`config.mk`:
```
export PLATFORM = sky130hd
export DESIGN_NAME = pngsu_predict
export DESIGN_NICKNAME = d
export VERILOG_FILES = /design/src/design/png_scanline_unfilter_unit_defines.svh /design/src/design/pngsu_pkg.sv /design/src/design/pngsu_predict.sv
export SDC_FILE = /design/constraint.sdc
export NUM_CORES = 1
export LEC_CHECK = 0
export ABC_AREA = 0
export BUFFER_PORTS_ARGS = -buffer_cell sky130_fd_sc_hd__buf_2
export CAP_MARGIN = 30
export CELL_PAD_IN_SITES_DETAIL_PLACEMENT = 1
export CELL_PAD_IN_SITES_GLOBAL_PLACEMENT = 2
export CORE_ASPECT_RATIO = 0.9
export CORE_MARGIN = 5
export CORE_UTILIZATION = 36
export DETAILED_ROUTE_END_ITERATION = 10
export PLACE_DENSITY = 0.88
export SLEW_MARGIN = 20
export SYNTH_ARGS = -nofsm -noshare
export SYNTH_HDL_FRONTEND = slang
export SYNTH_SLANG_ARGS = --single-unit
```
`constraint.sdc`:
```
create_clock -name vclk -period 10.5
set_clock_uncertainty 0.05 [all_clocks]
set_input_delay 2.1 -clock vclk [all_inputs]
set_output_delay 2.1 -clock vclk [all_outputs]
set_load 0.01 [all_outputs]
```
`src/design/png_scanline_unfilter_unit_defines.svh`:
```
// assertion macros for the png scanline unfilter unit
// used by the top level only; no other dependencies
`ifndef PNG_SCANLINE_UNFILTER_UNIT_DEFINES_SVH
`define PNG_SCANLINE_UNFILTER_UNIT_DEFINES_SVH

// consequent must hold in the same cycle as the antecedent
`define PNGSU_ASSERT_SAME(label, clk, rst, ante, cons, msg) \
  label: assert property (@(posedge clk) disable iff (rst) (ante) |-> (cons)) \
    else $error(msg);

// consequent must hold in the cycle after the antecedent
`define PNGSU_ASSERT_NEXT(label, clk, rst, ante, cons, msg) \
  label: assert property (@(posedge clk) disable iff (rst) (ante) |=> (cons)) \
    else $error(msg);

`endif

```
`src/design/pngsu_pkg.sv`:
```
// shared types and constants for the png scanline unfilter unit
// no dependencies
package pngsu_pkg;

  // default sizing of the line store and the left-neighbour history
  localparam int DEF_MAX_LINE_BYTES  = 8192;
  localparam int DEF_MAX_PIXEL_BYTES = 4;

  // configuration register widths
  localparam int LINE_BYTES_W = 14;
  localparam int BPP_W        = 3;
  localparam int CFG_INDEX_W  = 1;
  localparam int CFG_DATA_W   = 14;

  // configuration register indexes
  localparam logic [CFG_INDEX_W-1:0] REG_LINE_BYTES = 1'b0;
  localparam logic [CFG_INDEX_W-1:0] REG_BPP        = 1'b1;

  // png filter method 0 filter types
  typedef enum logic [2:0] {
    FILT_NONE  = 3'd0,
    FILT_SUB   = 3'd1,
    FILT_UP    = 3'd2,
    FILT_AVG   = 3'd3,
    FILT_PAETH = 3'd4
  } filt_t;

endpackage

```
`src/design/pngsu_predict.sv`:
```
// filter predictor and byte reconstruction for png filter method 0
// depends on pngsu_pkg
module pngsu_predict
  import pngsu_pkg::*;
(
  input  filt_t      kind,
  input  logic [7:0] filt_byte,
  input  logic [7:0] left,
  input  logic [7:0] up,
  input  logic [7:0] up_left,
  output logic [7:0] recon
);

  logic signed [9:0] d_pa;
  logic signed [9:0] d_pb;
  logic signed [9:0] d_pc;
  logic [9:0]        pa;
  logic [9:0]        pb;
  logic [9:0]        pc;
  logic [7:0]        paeth;
  logic [8:0]        avg_sum;
  logic [7:0]        pred;

  // paeth distances, ties go to left, then up, then up-left
  always_comb begin
    d_pa = $signed({2'b00, up}) - $signed({2'b00, up_left});
    d_pb = $signed({2'b00, left}) - $signed({2'b00, up_left});
    d_pc = $signed({2'b00, left}) + $signed({2'b00, up})
         - $signed({1'b0, up_left, 1'b0});
    pa = d_pa[9] ? 10'(-d_pa) : 10'(d_pa);
    pb = d_pb[9] ? 10'(-d_pb) : 10'(d_pb);
    pc = d_pc[9] ? 10'(-d_pc) : 10'(d_pc);
    if (pa <= pb && pa <= pc) begin
      paeth = left;
    end else if (pb <= pc) begin
      paeth = up;
    end else begin
      paeth = up_left;
    end
  end

  // predictor select and modulo-256 add
  always_comb begin
    avg_sum = {1'b0, left} + {1'b0, up};
    unique case (kind)
      FILT_NONE:  pred = 8'd0;
      FILT_SUB:   pred = left;
      FILT_UP:    pred = up;
      FILT_AVG:   pred = avg_sum[8:1];
      FILT_PAETH: pred = paeth;
      default:    pred = 8'd0;
    endcase
    recon = filt_byte + pred;
  end

endmodule

```
==> summary.txt, run 1 <==
Global routing
  • First-pass GRT wire length: 17.68 mm
  • Pin count of the biggest net entering global routing: 18
  • Remaining Overflow, GRT: 0
  • Vias in the first global route: 3549
  • Aggregate global-route resource usage: 18.60%
  • Initial antenna violation count: 0

Floorplanning
  • Die Ht: about 100 um
  • Num rows: 33
  • Area of the die: approximately 11000 sq um
  • Starting Density: 36.91%
  • Core area: 9166 sq um
  • Top-Level Pins: 43
  • Die Wd: between 100 and 150 um

Finish
  • Inserted Diodes: 0
  • Area delta synth->final: 13.76%
  • Nets: 623
  • Clock buffers: 0
  • Register area: 0 sq um
  • Final Util: approximately two fifths
  • Fin cells: 628
  • Num sequential: 0
  • Layout cells sized above 1: 15.02%

Synthesis
  • Post-Syn Instances: approximately 460
  • Adder-Cell Fraction of Synth Area: 32.62%
  • Unique masters post-synth: 60
  • Top-count cell post-synth: inv_1
  • Synth Area in XOR/XNOR: 13.13%
  • Mux contribution to synthesized area: 0.6287%
  • Main combinational cell family by area after synthesis: adder cells
  • Mean area per synthesized cell: 7.419 sq um
  • Synth Area in Compound Gates: 29.03%
  • Register area share after synthesis: 0%
  • Synth top area cells: ha_1 26%, xnor2_1 8.3%, inv_1 7.8%, fa_1 6.5%, a21oi_1 5.0%
  • Largest area contributor in the netlist: ha_1
  • Yosys warnings: 0
  • Post-synth top area share: 25.52%
  • Cell Area, Synth: 3383 sq um
  • Synth Area in Simple Gates: 15.79%
  • Top post-synthesis cells by count: 70 x inv_1, 69 x ha_1, 34 x a21oi_1

Place
  • DP HPWL: 9.622 mm
  • Placed Cells: roughly 630
  • Port-buffer cells: 43
  • Gpl congestion: 0.8872

Worst setup path
  • CP startpoint kind: primary input
  • Critical Path RT: 8.35 ns
  • Worst path slowest cell: or4_1
  • Worst EP arrival: 7.99 ns
  • CP max FO: 4
  • CP endpoint kind: output pin
  • CP max stage delay: 0.58 ns
  • WS Path Type: in -> out

Route
  • Avg WL per Cell: 17.02 um
  • DRT Pass-1 Iters: 4
  • Detailed Route Iter0 Violations: 156
  • Post-route ant nets: 0
  • Via count: between 3000 and 4000
  • Drt drc: 0
  • Final WL: 10.69 mm
  • Routed vias/inst: 5.463

Power and ir drop
  • Leak pwr: 1.946 nW
  • VDD IR max: about 0.068 mV
  • PD cells: 135.0 nW/um^2
  • Pwr Total: slightly above 500 uW

STA
  • Crit path time final: 10.14 ns
  • Fin crit share: 96.53%
  • Final setup vio count: 0
  • Endpoints failing hold: 0
  • Upper clock frequency limit: slightly below 100 MHz
  • Relative slew slack: between 50% and 60%
  • Worst-Margin Slew: 0.6388 ns
  • Slew Limit Fails: 0
  • Total negative slack: 0 ns
  • RSZ-0062 raised after global routing: false

Worst hold path
  • Worst Hold Class: in -> out

Run
  • Max cap viols: 0

Outcome
  • Status: finished, final reports clean
[worst paths after layout]
kind         start  slack (ns)  cells past startpoint       end
max        left[2]        0.36                     32  recon[7]
min   filt_byte[0]        4.46                      3  recon[0]
[final cells by class]
cell class | instances | area (sq um)
inverter | 70 | 262.8
multi-input combinational | 381 | 3131
tap | 122 | 152.6
timing repair buffer | 55 | 302.8
fill | 1202 | 5318
[per-layer routing]
metal	vias up	part of all wire (%)	track usage (%)
met5	-	0	0
met4	0	1.0	1.756
met3	6	3.1	1.954
met2	42	47	33.49
met1	1675	48	25.12
li1	1708	-	-
[cells by family (layout without fill, tap and decap cells)]
logic type | Yosys count | count (layout)
AOI/OAI and AO/OA | 142 | 142
xor gates and xnor gates | 49 | 49
adders and majority gates | 82 | 82
buffers and inverters | 77 | 125
muxes | 2 | 2
other | 2 | 4
and+or+nand+nor | 102 | 102
[critical path: cells and delay by family]
kind,cells,cell delay (ns)
compound gates,14,2.40
xor+xnor,3,0.39
fa+ha+maj,4,1.41
buf+inv,6,0.61
simple gates,5,1.07
[what timing repair did]
item                                    4_1_cts  5_1_grt
endpoints found under the setup margin        0        2
gates resized for setup                       0        7
hold endpoints to repair                      0        0
buffers inserted                              0        3
hold buffers                                  0        0
[stage by stage]
stage               worst slack, ns  area [sq um]  hold WS, ns
floorplan                    0.8456          3391        4.301
global placement             0.3313          3791        4.457
detailed placement           0.1440          3796        4.462
CTS                          0.1083          3796        4.462
global route               0.003960          3849        4.484
finish                       0.3638          3849        4.460
[placed cells by master (no fill, tap or decap), types with 11 or more instances in the layout]
master | netlist | routed
a21o_1 | 19 | 19
a21oi_1 | 34 | 32
buf_2 | 1 | 44
buf_4 | 0 | 11
fa_1 | 11 | 11
ha_1 | 69 | 69
inv_1 | 70 | 70
nand2_1 | 20 | 19
nor2_1 | 28 | 28
o21ai_0 | 16 | 16
o21ai_1 | 15 | 14
xnor2_1 | 32 | 32
xor2_1 | 15 | 15
[where the power goes]
group,switching [mW],internal [mW],total (mW)
clock,0,0,0
combinational,0.297,0.223,0.520
sequential,0,0,0
total,0.297,0.223,0.520
No activity file was read; power rests on OpenSTA's default activity.
==> inputs of run 2 (changes only) <==
- CELL_PAD_IN_SITES_DETAIL_PLACEMENT: 1 -> unset
- CELL_PAD_IN_SITES_GLOBAL_PLACEMENT: 2 -> unset
- CORE_UTILIZATION: 36 -> 55
- PLACE_DENSITY: 0.88 -> 0.79
==> summary.txt, run 2 (synthesis results as in run 1) <==
Outcome
  • Status: finished, final reports clean

Worst hold path
  • Worst Hold Class: in -> out
  • Hold Path Depth: 3

Route
  • Post-route ant nets: 0
  • Drt drc: 0
  • Avg WL per Cell: 15.98 um
  • Routed vias/inst: 6.003
  • Detailed Route Iter0 Violations: around 170
  • Via count: 3434
  • Final WL: between 9 and 10 mm
  • DRT Pass-1 Iters: 5

Floorplanning
  • Starting Density: 55.95%
  • Die Ht: 84.41 um
  • Core area: 6047 sq um
  • Die Wd: 92.68 um
  • Area of the die: 7822 sq um
  • Num rows: 27
  • Top-Level Pins: 43

Worst setup path
  • CP max stage delay: 0.58 ns
  • Worst path slowest cell: or4_1
  • CP max FO: 4
  • CP Capture Point: recon[7]
  • Origin of the worst setup path: left[2]
  • Critical Path RT: 8.35 ns
  • CP startpoint kind: primary input
  • Worst EP arrival: 7.96 ns
  • CP endpoint kind: output pin
  • WS Path Type: in -> out

Global routing
  • Busiest grt layer: met2
  • Aggregate global-route resource usage: ~23%
  • Initial antenna violation count: 0
  • Vias in the first global route: 3385
  • Routing usage on met3: roughly 1.7%
  • Pin count of the biggest net entering global routing: 18
  • M1 GR Usage: 30.99%
  • Remaining Overflow, GRT: 0
  • Met2 Use GR: roughly two fifths
  • First-pass GRT wire length: 15.31 mm

Place
  • Gpl congestion: 0.9036
  • Placed Cells: 569
  • Port-buffer cells: 43
  • DP HPWL: between 8 and 9 mm

Finish
  • Layout cells sized above 1: around 14%
  • Most common cell after layout, fill and taps aside: inv_1
  • Area delta synth->final: 11.21%
  • Most frequent cells in the layout: 70 x inv_1, 69 x ha_1, 44 x buf_2, 32 x xnor2_1, 32 x a21oi_1
  • Nets: ~600
  • Clock buffers: 0
  • Register area: 0 sq um
  • Final Util: 62.22%
  • Fin cells: 572
  • Inserted Diodes: 0
  • Num sequential: 0

CTS
  • Cts hold-fix bufs: 0

STA
  • Final setup vio count: 0
  • Crit path time final: 10.11 ns
  • Relative slew slack: 59.49%
  • Hold WS: 4.466 ns
  • Worst-Margin Slew: 0.6064 ns
  • Upper clock frequency limit: 98.90 MHz
  • Fin crit share: a little over nine tenths
  • Slew Limit Fails: 0
  • Endpoints failing hold: 0
  • Total negative slack: 0 ns

Power and ir drop
  • PD cells: between 100 and 150 nW/um^2
  • Leak pwr: 1.919 nW
  • VDD IR max: 0.05006 mV
  • Pwr Total: 501.1 uW

Run
  • Max cap viols: 0
run 2: cell type report:
| cell class | instances | area, sq um |
|---|---|---|
| well taps | 72 | 90.09 |
| multi-input cells | 381 | 3152 |
| repair buffers | 49 | 257.7 |
| inverters | 70 | 262.8 |
| fillers | 529 | 2285 |
run 2: worst min-delay path by stage:
stage                      start       end  slack (ns)
floorplan           filt_byte[0]  recon[0]        4.30
global placement    filt_byte[0]  recon[0]        4.46
detailed placement  filt_byte[0]  recon[0]        4.46
CTS                 filt_byte[0]  recon[0]        4.46
global route        filt_byte[0]  recon[0]        4.48
finish              filt_byte[0]  recon[0]        4.47
run 2: power by group:
group	internal [mW]	leakage, nW	switching (mW)	total [mW]
logic	0.215	1.92	0.286	0.501
clock network	0	0	0	0
registers	0	0	0	0
run 2: critical path: cells and delay by family:
kind                     cells  cell delay [ns]
adder cells (fa/ha/maj)      4             1.44
buffers and inverters        5             0.46
AND/OR/NAND/NOR              6             1.13
XOR/XNOR                     3             0.40
AO/OA/AOI/OAI               14             2.40
run 2: repair_timing:
item | in CTS | in global routing
resized for setup | 0 | 10
setup buffers | 0 | 2
setup endpoints to repair | 0 | 1
run 2: per-stage QoR:
| step | worst slack [ns] | instance area, sq um |
|---|---|---|
| after floorplan | 0.8456 | 3391 |
| after global placement | 0.2494 | 3691 |
| after detailed placement | 0.1596 | 3691 |
| after CTS | 0.1398 | 3691 |
| after global routing | -0.01466 | 3762 |
| final | 0.3885 | 3762 |
run 2: layer usage:
metal / share of wire [%] / routed length [um]
met1: 46 / 4168
met2: 47 / 4255
met3: 5.4 / 494
met4: 2.4 / 219
met5: 0 / 0
