===== src/design/png_scanline_unfilter_unit_defines.svh =====
// assertion macros for the png scanline unfilter unit
// used by the top level only; no other dependencies
`ifndef PNG_SCANLINE_UNFILTER_UNIT_DEFINES_SVH
`define PNG_SCANLINE_UNFILTER_UNIT_DEFINES_SVH

// consequent must hold in the same cycle as the antecedent
`define PNGSU_ASSERT_SAME(label, clk, rst, ante, cons, msg) \
  label: assert property (@(posedge clk) disable iff (rst) (ante) |-> (cons)) \
    else $error(msg);

// consequent must hold in the cycle after the antecedent
`define PNGSU_ASSERT_NEXT(label, clk, rst, ante, cons, msg) \
  label: assert property (@(posedge clk) disable iff (rst) (ante) |=> (cons)) \
    else $error(msg);

`endif


===== src/design/pngsu_ram.sv =====
// generic single write port, single read port ram with registered read
// no dependencies
module pngsu_ram #(
  parameter int WIDTH = 8,
  parameter int DEPTH = 16
) (
  input  logic                     clk,
  input  logic                     we,
  input  logic [$clog2(DEPTH)-1:0] waddr,
  input  logic [WIDTH-1:0]         wdata,
  input  logic [$clog2(DEPTH)-1:0] raddr,
  output logic [WIDTH-1:0]         rdata
);

  logic [WIDTH-1:0] mem [DEPTH];

  // write port
  always_ff @(posedge clk) begin
    if (we) begin
      mem[waddr] <= wdata;
    end
  end

  // registered read port
  always_ff @(posedge clk) begin
    rdata <= mem[raddr];
  end

endmodule


===== config.mk =====
export PLATFORM = sky130hd
export DESIGN_NAME = pngsu_ram
export DESIGN_NICKNAME = d
export VERILOG_FILES = /design/src/design/png_scanline_unfilter_unit_defines.svh /design/src/design/pngsu_ram.sv
export SDC_FILE = /design/constraint.sdc
export NUM_CORES = 1
export LEC_CHECK = 0
export BUFFER_PORTS_ARGS = -buffer_cell sky130_fd_sc_hd__buf_2
export CORE_MARGIN = 3
export CORE_UTILIZATION = 25
export CTS_BUF_LIST = sky130_fd_sc_hd__clkbuf_8
export CTS_CLUSTER_DIAMETER = 120
export DETAILED_ROUTE_END_ITERATION = 10
export HOLD_SLACK_MARGIN = 0.05
export PLACE_DENSITY_LB_ADDON = 0.15
export SKIP_CTS_REPAIR_TIMING = 1
export SLEW_MARGIN = 0
export SYNTH_ARGS = -nofsm -noshare
export SYNTH_HDL_FRONTEND = slang
export SYNTH_SLANG_ARGS = --single-unit
export TNS_END_PERCENT = 1

===== constraint.sdc =====
create_clock -name clk -period 1.85 [get_ports clk]
set_input_delay 0.0925 -clock clk [delete_from_list [all_inputs] [get_ports clk]]
set_output_delay 0.0925 -clock clk [all_outputs]
set_load 0.01 [all_outputs]

==> impl_metrics.py, run 1 <==
metrics = {
    "status": {
        "outcome": "finished, final reports clean",
    },
    "grt": {
        "grt_pass1_vias": 2667,
        "grt_antenna_before_repair": 1,
        "grt_first_pass_wirelength_mm": 17.3,
        "grt_overflow_total": 0,
        "pin_count_of_the_biggest_net_entering_global_routing": 17,
        "grtUsageTotal": 0.113,
    },
    "sta": {
        "achievable-frequency_mhz": 713,
        "final_count_of_hold_timing_violations": 0,
        "timing.final.crit_period_ns": 1.40,
        "timing.slew.headroom": 0.340,
        "finalClockSkew_ns": 0.00566,
        "worst-slew-pin-transition_ns": 0.988,
        "report.final.slew_viol_count": 0,
        "timing.final.crit_share": 0.758,
        "report.final.setup_viol": 0,
        "fin_tns_setup_ns": 0,
        "grt_setup_unrepaired": "no",
    },
    "synthesis": {
        "area_fraction_of_the_dominant_cell_type_after_synthesis": 0.747,
        "synth_sequential_area_ratio": 0.778,
        "syn-cell-area_mm2": 0.00515,
        "area_share_of_fa_ha_maj_cells_after_synthesis": 0,
        "synthesis.area_per_instance_um2": 22.5,
        "synth_compound_gate_area_share": 0.0233,
        "synthXorXnorAreaFrac": 0,
        "yosys.area_share.simple": 0.0318,
        "synth_largest_area_cell": "sky130_fd_sc_hd__edfxtp_1",
        "dominant_combinational_cell_family_by_area_after_synthesis": "multiplexers",
        "async_reset_ff_frac": 0,
        "synth.most_common_cell": "sky130_fd_sc_hd__edfxtp_1",
        "yosysUniqueCellTypes": 19,
        "post_synth_main_area_contributors": "sky130_fd_sc_hd__edfxtp_1 75%, sky130_fd_sc_hd__mux4_2 7.9%, sky130_fd_sc_hd__mux4_1 7.1%, sky130_fd_sc_hd__dfxtp_1 3.1%, sky130_fd_sc_hd__a22oi_1 2.3%",
        "synth_enable_flop_cells": 128,
        "ys_ff_latch": 136,
        "synth.mux.area_fraction": 0.150,
        "syn_nets": 247,
        "synthCells": 229,
        "yosysWarnings": 0,
        "synth.cells.most_frequent": "128 x sky130_fd_sc_hd__edfxtp_1, 18 x sky130_fd_sc_hd__mux4_2, 16 x sky130_fd_sc_hd__a22oi_1, 14 x sky130_fd_sc_hd__mux4_1, 13 x sky130_fd_sc_hd__nor2_1",
        "ys_dominant_reg_cell": "sky130_fd_sc_hd__edfxtp_1",
    },
    "setup_path": {
        "timing.critical_path.fanout_max": 1,
        "worst-r2r-cell-count": 3,
        "worst-setup-path-type": "reg -> reg",
        "worst_setup_path_startpoint": "mem[2][2]$_DFFE_PP_",
        "r2r_start": "mem[2][2]$_DFFE_PP_",
        "worst_setup_path_endpoint": "rdata[2]$_DFF_P_",
        "cp-end-kind": "flop",
        "critical_path_required_ns": 2.17,
        "startpoint_class": "flop",
        "r2r_slack_ns": 0.45,
        "cp_data_arrival_time_ns": 1.72,
        "worst_r2r_endpoint": "rdata[2]$_DFF_P_",
    },
    "clock_network": {
        "cts-buffers-inserted": 17,
        "cts-root-to-sink-buffers": 2,
        "clkSinkCount": 136,
        "ctsRootBufferMaster": "sky130_fd_sc_hd__clkbuf_8",
        "clk_transition_reported_paths_ns": 0.07,
        "htree_levels": 4,
        "cts_tree": "done",
        "insertion_delay_ns": 0.43,
    },
    "power": {
        "ir_worst_vdd_uv": 605,
        "total_power_mw": 5.84,
        "total_leakage_power_nw": 2.06,
        "power_per_cell_area_mw_per_mm2": 953,
    },
    "placed_design": {
        "numPlacedInstances": 532,
        "port_buffers": 25,
        "globalplace.congestion": 0.696,
        "dp_hpwl_mm": 7.52,
    },
    "floorplan": {
        "start_util": 0.259,
        "std_cell_rows": 51,
        "num_io_pins": 26,
        "die_width_um": 149,
        "placeableCoreArea_mm2": 0.0198,
        "die_height_um": 149,
        "floorplan.die_area_mm2": 0.0223,
    },
    "finish": {
        "drive_gt1_frac": 0.287,
        "nNetsFinal": 312,
        "nFillCells": 1936,
        "seqCellArea_mm2": 0.00400,
        "multi_input_area_mm2": 0.00106,
        "stdcell_count": 573,
        "flow.area_growth_from_synthesis_pct": 19.1,
    },
    "routing": {
        "viasPerCell": 4.36,
        "routed_wire_per_std_cell_um": 20.5,
        "route.vias.total": 2498,
        "drt.antenna.violating_nets": 0,
        "dr.first_iter.drc_count": 216,
        "detail_route.wirelength_mm": 11.7,
        "first_pass_detailed_route_iteration_total": 4,
        "drc": 0,
    },
    "hold_path": {
        "hold_class": "in -> reg",
    },
    "flow_run": {
        "max_cap_violations": 0,
    },
}
critical path, cell delays in order, from the launching register on:
cell,delay [ns]
sky130_fd_sc_hd__edfxtp_1,0.37
sky130_fd_sc_hd__mux4_1,0.50
sky130_fd_sc_hd__a22oi_1,0.33
sky130_fd_sc_hd__nand2_1,0.10
routing by layer:
| layer | routed length, um | vias to the layer above | GRT usage |
|---|---|---|---|
| li1 | - | 1106 | - |
| met1 | 5400 | 1324 | 0.152 |
| met2 | 5470 | 57 | 0.169 |
| met3 | 719 | 11 | 0.0442 |
| met4 | 134 | 0 | 0.0398 |
| met5 | 0 | - | 0 |
stage by stage:
step	instance area, um2	worst slack, ns	hold WS, ns	util
finish	6130	0.447	0.221	0.309
global route	6130	0.352	0.217	0.309
CTS	6050	0.409	0.00437	0.305
detailed placement	5730	0.257	0.495	0.289
global placement	5730	0.257	0.490	0.289
floorplan	5150	0.265	0.191	-
worst min path at each step:
stage                     startpoint                   end  slack, ns  depth (start not counted)
final                       raddr[3]      rdata[0]$_DFF_P_       0.22                          4
after global routing        waddr[0]   mem[0][6]$_DFFE_PP_       0.22                          3
after detailed placement    wdata[0]  mem[13][0]$_DFFE_PP_       0.50                          1
after global placement      wdata[0]  mem[15][0]$_DFFE_PP_       0.49                          1
after floorplan             wdata[0]   mem[0][0]$_DFFE_PP_       0.19                          0
after CTS                   wdata[0]  mem[13][0]$_DFFE_PP_      0.004                          1
layout make-up:
cell class,instances,area share
well taps,265,0.0541
clock inverters,15,0.0141
flip-flops and latches,136,0.653
repair buffers,56,0.0678
diodes,1,0.000408
clock buffers,17,0.0382
multi-input cells,83,0.172
kinds of logic (layout without fill, tap and decap cells):
family	Yosys count	after routing
DFF	136	136
and+or+nand+nor	35	35
muxes	32	32
AOI/OAI and AO/OA	16	16
buffers and inverters	10	88
other	0	1
where the power goes:
group | switching (mW) | leakage (nW) | internal [mW]
Combinational | 0.205 | 0.638 | 0.158
Clock | 1.02 | 0.199 | 0.997
Sequential | 0.0199 | 1.22 | 3.44
Total | 1.25 | 2.06 | 4.60
cells in the final DEF (no fill, tap or decap), drive strengths merged:
cell type / netlist / routed
inv: 0 / 9
dlygate4sd3: 0 / 8
clkinv: 0 / 5
diode: 0 / 1
clkbuf: 0 / 17
and2b: 1 / 1
edfxtp: 128 / 128
nand2b: 2 / 2
or3b: 1 / 1
dfxtp: 8 / 8
nor3: 4 / 4
bufinv: 0 / 1
nor2b: 1 / 1
a22oi: 16 / 16
nand3: 1 / 1
buf: 7 / 48
and2: 1 / 1
nand3b: 2 / 2
mux4: 32 / 32
nor2: 13 / 13
nand2: 9 / 9
registers in the layout, summed over array words and instances (netlist names):
name and flops:
rdata 8, mem 128
Note: power is estimated with default switching activity, not from simulation.
==> inputs of run 2 (changes only) <==
--- a/config.mk
+++ b/config.mk
@@ -5,6 +5,7 @@
 export SDC_FILE = /design/constraint.sdc
 export NUM_CORES = 1
 export LEC_CHECK = 0
+export ABC_AREA = 1
 export BUFFER_PORTS_ARGS = -buffer_cell sky130_fd_sc_hd__buf_2
 export CORE_MARGIN = 3
 export CORE_UTILIZATION = 25
==> constraint.sdc (replaced) <==
create_clock -name clk -period 1.4 [get_ports clk]
set_input_delay 0.07 -clock clk [delete_from_list [all_inputs] [get_ports clk]]
set_output_delay 0.07 -clock clk [all_outputs]
set_load 0.01 [all_outputs]
==> run 2 against run 1 <==
  * Cell area up 11%
  * Register-to-register slack worse by 0.09 ns
  * Via count up 52%
  * Critical endpoint is now rdata[7]
  * Worst hold slack worse by 0.17 ns
  * Sequential power up 32%
  * Area after synthesis up 12%
  * Core utilization down 0.27 points
  * Die area up 12%
  * Sequential cell count unchanged
  * Clock skew up 0.0061 ns
==> impl_metrics.py, run 2 <==
metrics = {
    "setup_path": {
        "crit_slowest_cell": "sky130_fd_sc_hd__dfxtp_1",
        "r2r_start": "mem[1][7]$_DFFE_PP_",
        "slowest_delay_ns": 0.40,
        "critical_path.cell_chain": "buf_2",
        "critical_path.n_buffers_inverters": 1,
        "critical_path_required_ns": 1.33,
        "critical_path_cell_count": 1,
        "worst-r2r-cell-count": 6,
        "cp-end-kind": "output pin",
        "worst-setup-path-type": "reg -> out",
        "crit_path_leading_delay_family": "flip-flops",
        "r2r_slack_ns": 0.36,
        "startpoint_class": "flop",
        "worst_r2r_endpoint": "rdata[7]$_DFF_P_",
        "worst_setup_path_startpoint": "rdata[7]$_DFF_P_",
        "cp_data_arrival_time_ns": 1.00,
        "worst_setup_path_endpoint": "rdata[7]",
        "timing.critical_path.fanout_max": 1,
    },
    "clock_network": {
        "clk_transition_reported_paths_ns": 0.08,
        "cts-root-to-sink-buffers": 2,
        "clkSinkCount": 136,
        "cts-buffers-inserted": 17,
        "cts_tree": "done",
        "htree_levels": 4,
        "insertion_delay_ns": 0.44,
        "ctsRootBufferMaster": "sky130_fd_sc_hd__clkbuf_8",
    },
    "synthesis": {
        "syn-cell-area_mm2": 0.00577,
        "synth.cells.most_frequent": "173 x sky130_fd_sc_hd__nand2_1, 128 x sky130_fd_sc_hd__edfxtp_1, 100 x sky130_fd_sc_hd__inv_1, 97 x sky130_fd_sc_hd__nand3_1, 17 x sky130_fd_sc_hd__nor2_1",
        "yosysUniqueCellTypes": 12,
        "async_reset_ff_frac": 0,
        "synth_largest_area_cell": "sky130_fd_sc_hd__edfxtp_1",
        "yosysWarnings": 0,
        "ys_dominant_reg_cell": "sky130_fd_sc_hd__edfxtp_1",
        "area_fraction_of_the_dominant_cell_type_after_synthesis": 0.667,
        "synth_sequential_area_ratio": 0.694,
        "syn_nets": 569,
        "synth_enable_flop_cells": 128,
        "synthesis.area_per_instance_um2": 10.5,
        "ys_ff_latch": 136,
        "synth.most_common_cell": "sky130_fd_sc_hd__nand2_1",
        "post_synth_main_area_contributors": "sky130_fd_sc_hd__edfxtp_1 67%, sky130_fd_sc_hd__nand2_1 11%, sky130_fd_sc_hd__nand3_1 8.4%, sky130_fd_sc_hd__inv_1 6.5%, sky130_fd_sc_hd__dfxtp_1 2.8%",
        "synthCells": 551,
    },
    "sta": {
        "grt_setup_unrepaired": "no",
        "setup_ws_ns": 0.328,
        "timing.final.crit_share": 0.766,
        "hold-worst-slack_ns": 0.0507,
        "fin_tns_setup_ns": 0,
        "worst-slew-pin-transition_ns": 0.396,
        "achievable-frequency_mhz": 933,
        "timing.slew.headroom": 0.736,
        "report.final.setup_viol": 0,
        "finalClockSkew_ns": 0.0118,
        "report.final.slew_viol_count": 0,
        "final_count_of_hold_timing_violations": 0,
        "timing.final.crit_period_ns": 1.07,
    },
    "finish": {
        "num_antenna_cells": 0,
        "largest_registers": "mem (128), rdata (8)",
        "nNetsFinal": 624,
        "top_register": "mem",
        "drive_gt1_frac": 0.139,
        "finish.instance_area_mm2": 0.00681,
        "finish.utilization": 0.306,
        "flow.area_growth_from_synthesis_pct": 18.1,
        "layout_commonest_cell": "sky130_fd_sc_hd__nand2_1",
        "largest_reg_flops": 128,
        "most-common-layout-cells": "173 x sky130_fd_sc_hd__nand2_1, 128 x sky130_fd_sc_hd__edfxtp_1, 100 x sky130_fd_sc_hd__inv_1",
        "stdcell_count": 899,
    },
    "placed_design": {
        "place_area_mm2": 0.00631,
        "dp_hpwl_mm": 9.41,
        "port_buffers": 25,
        "globalplace.congestion": 0.719,
        "numPlacedInstances": 861,
        "post-place-ws_ns": 0.140,
    },
    "grt": {
        "grt_overflow_total": 0,
        "grtUsageTotal": 0.126,
        "grt_antenna_before_repair": 0,
        "grt_pass1_vias": 3773,
        "grt_first_pass_wirelength_mm": 22.7,
        "pin_count_of_the_biggest_net_entering_global_routing": 65,
    },
    "routing": {
        "first_pass_detailed_route_iteration_total": 6,
        "route.vias.total": 3803,
        "detail_route.wirelength_mm": 14.6,
        "drc": 0,
        "viasPerCell": 4.23,
        "drt.antenna.violating_nets": 0,
        "dr.first_iter.drc_count": 255,
        "routed_wire_per_std_cell_um": 16.2,
    },
    "power": {
        "total_power_mw": 8.78,
        "ir_worst_vdd_uv": 572,
        "p_sw_mw": 1.95,
        "netSwitchingFraction": 0.223,
        "power_per_cell_area_mw_per_mm2": 1290,
        "total_leakage_power_nw": 2.91,
        "pwr-share-comb": 0.068,
        "seq_power_share": 0.521,
        "p_int_mw": 6.82,
        "share_clk_of_total_power": 0.411,
    },
    "hold_path": {
        "hold-path-cell-count": 4,
        "hold_class": "in -> reg",
    },
    "floorplan": {
        "die_height_um": 158,
        "start_util": 0.259,
        "die_width_um": 158,
        "placeableCoreArea_mm2": 0.0222,
        "floorplan.die_area_mm2": 0.0249,
        "num_io_pins": 26,
        "std_cell_rows": 54,
    },
    "flow_run": {
        "max_cap_violations": 0,
    },
    "status": {
        "outcome": "finished, final reports clean",
    },
}
-- run 2: worst min path at each step --
| stage | startpoint | to | slack [ns] |
|---|---|---|---|
| 2_1_floorplan | wdata[0] | mem[0][0]$_DFFE_PP_ | 0.17 |
| 3_5_place_dp | raddr[3] | rdata[5]$_DFF_P_ | 0.46 |
| 4_1_cts | raddr[3] | rdata[5]$_DFF_P_ | -0.02 |
| 6_report | raddr[2] | rdata[5]$_DFF_P_ | 0.05 |
| 5_1_grt | wdata[5] | mem[3][5]$_DFFE_PP_ | 0.05 |
| 3_3_place_gp | raddr[3] | rdata[0]$_DFF_P_ | 0.46 |
-- run 2: routing by layer --
metal | up-vias | track usage | routed length (um) | part of all wire
met5 | - | 0 | 0 | 0
met4 | 0 | 0.0562 | 359 | 0.025
met3 | 19 | 0.0254 | 818 | 0.056
met2 | 88 | 0.195 | 6770 | 0.46
met1 | 1819 | 0.170 | 6630 | 0.45
li1 | 1877 | - | - | -
-- run 2: final cells by class --
class                   count  area [um2]
clock buffers              17         234
clock inverters            15         208
fillers                  2298       15400
inverters                 102         383
multi-input cells         289        1210
flip-flops and latches    136        4000
well taps                 280         350
repair buffers             60         415
-- run 2: power by group through the flow --
stage	registers, mW	logic [mW]	clock network, mW
3_3_place_gp	4.67	0.597	0
2_1_floorplan	4.67	0.321	0
4_1_cts	4.57	0.599	3.71
5_1_grt	4.58	0.680	3.89
3_5_place_dp	4.67	0.597	0
6_report	4.57	0.597	3.61
-- run 2: cells by family after synthesis --
kind of cell           synth area share
buffers and inverters            0.0952
AND/OR/NAND/NOR                   0.210
flip-flops                        0.694
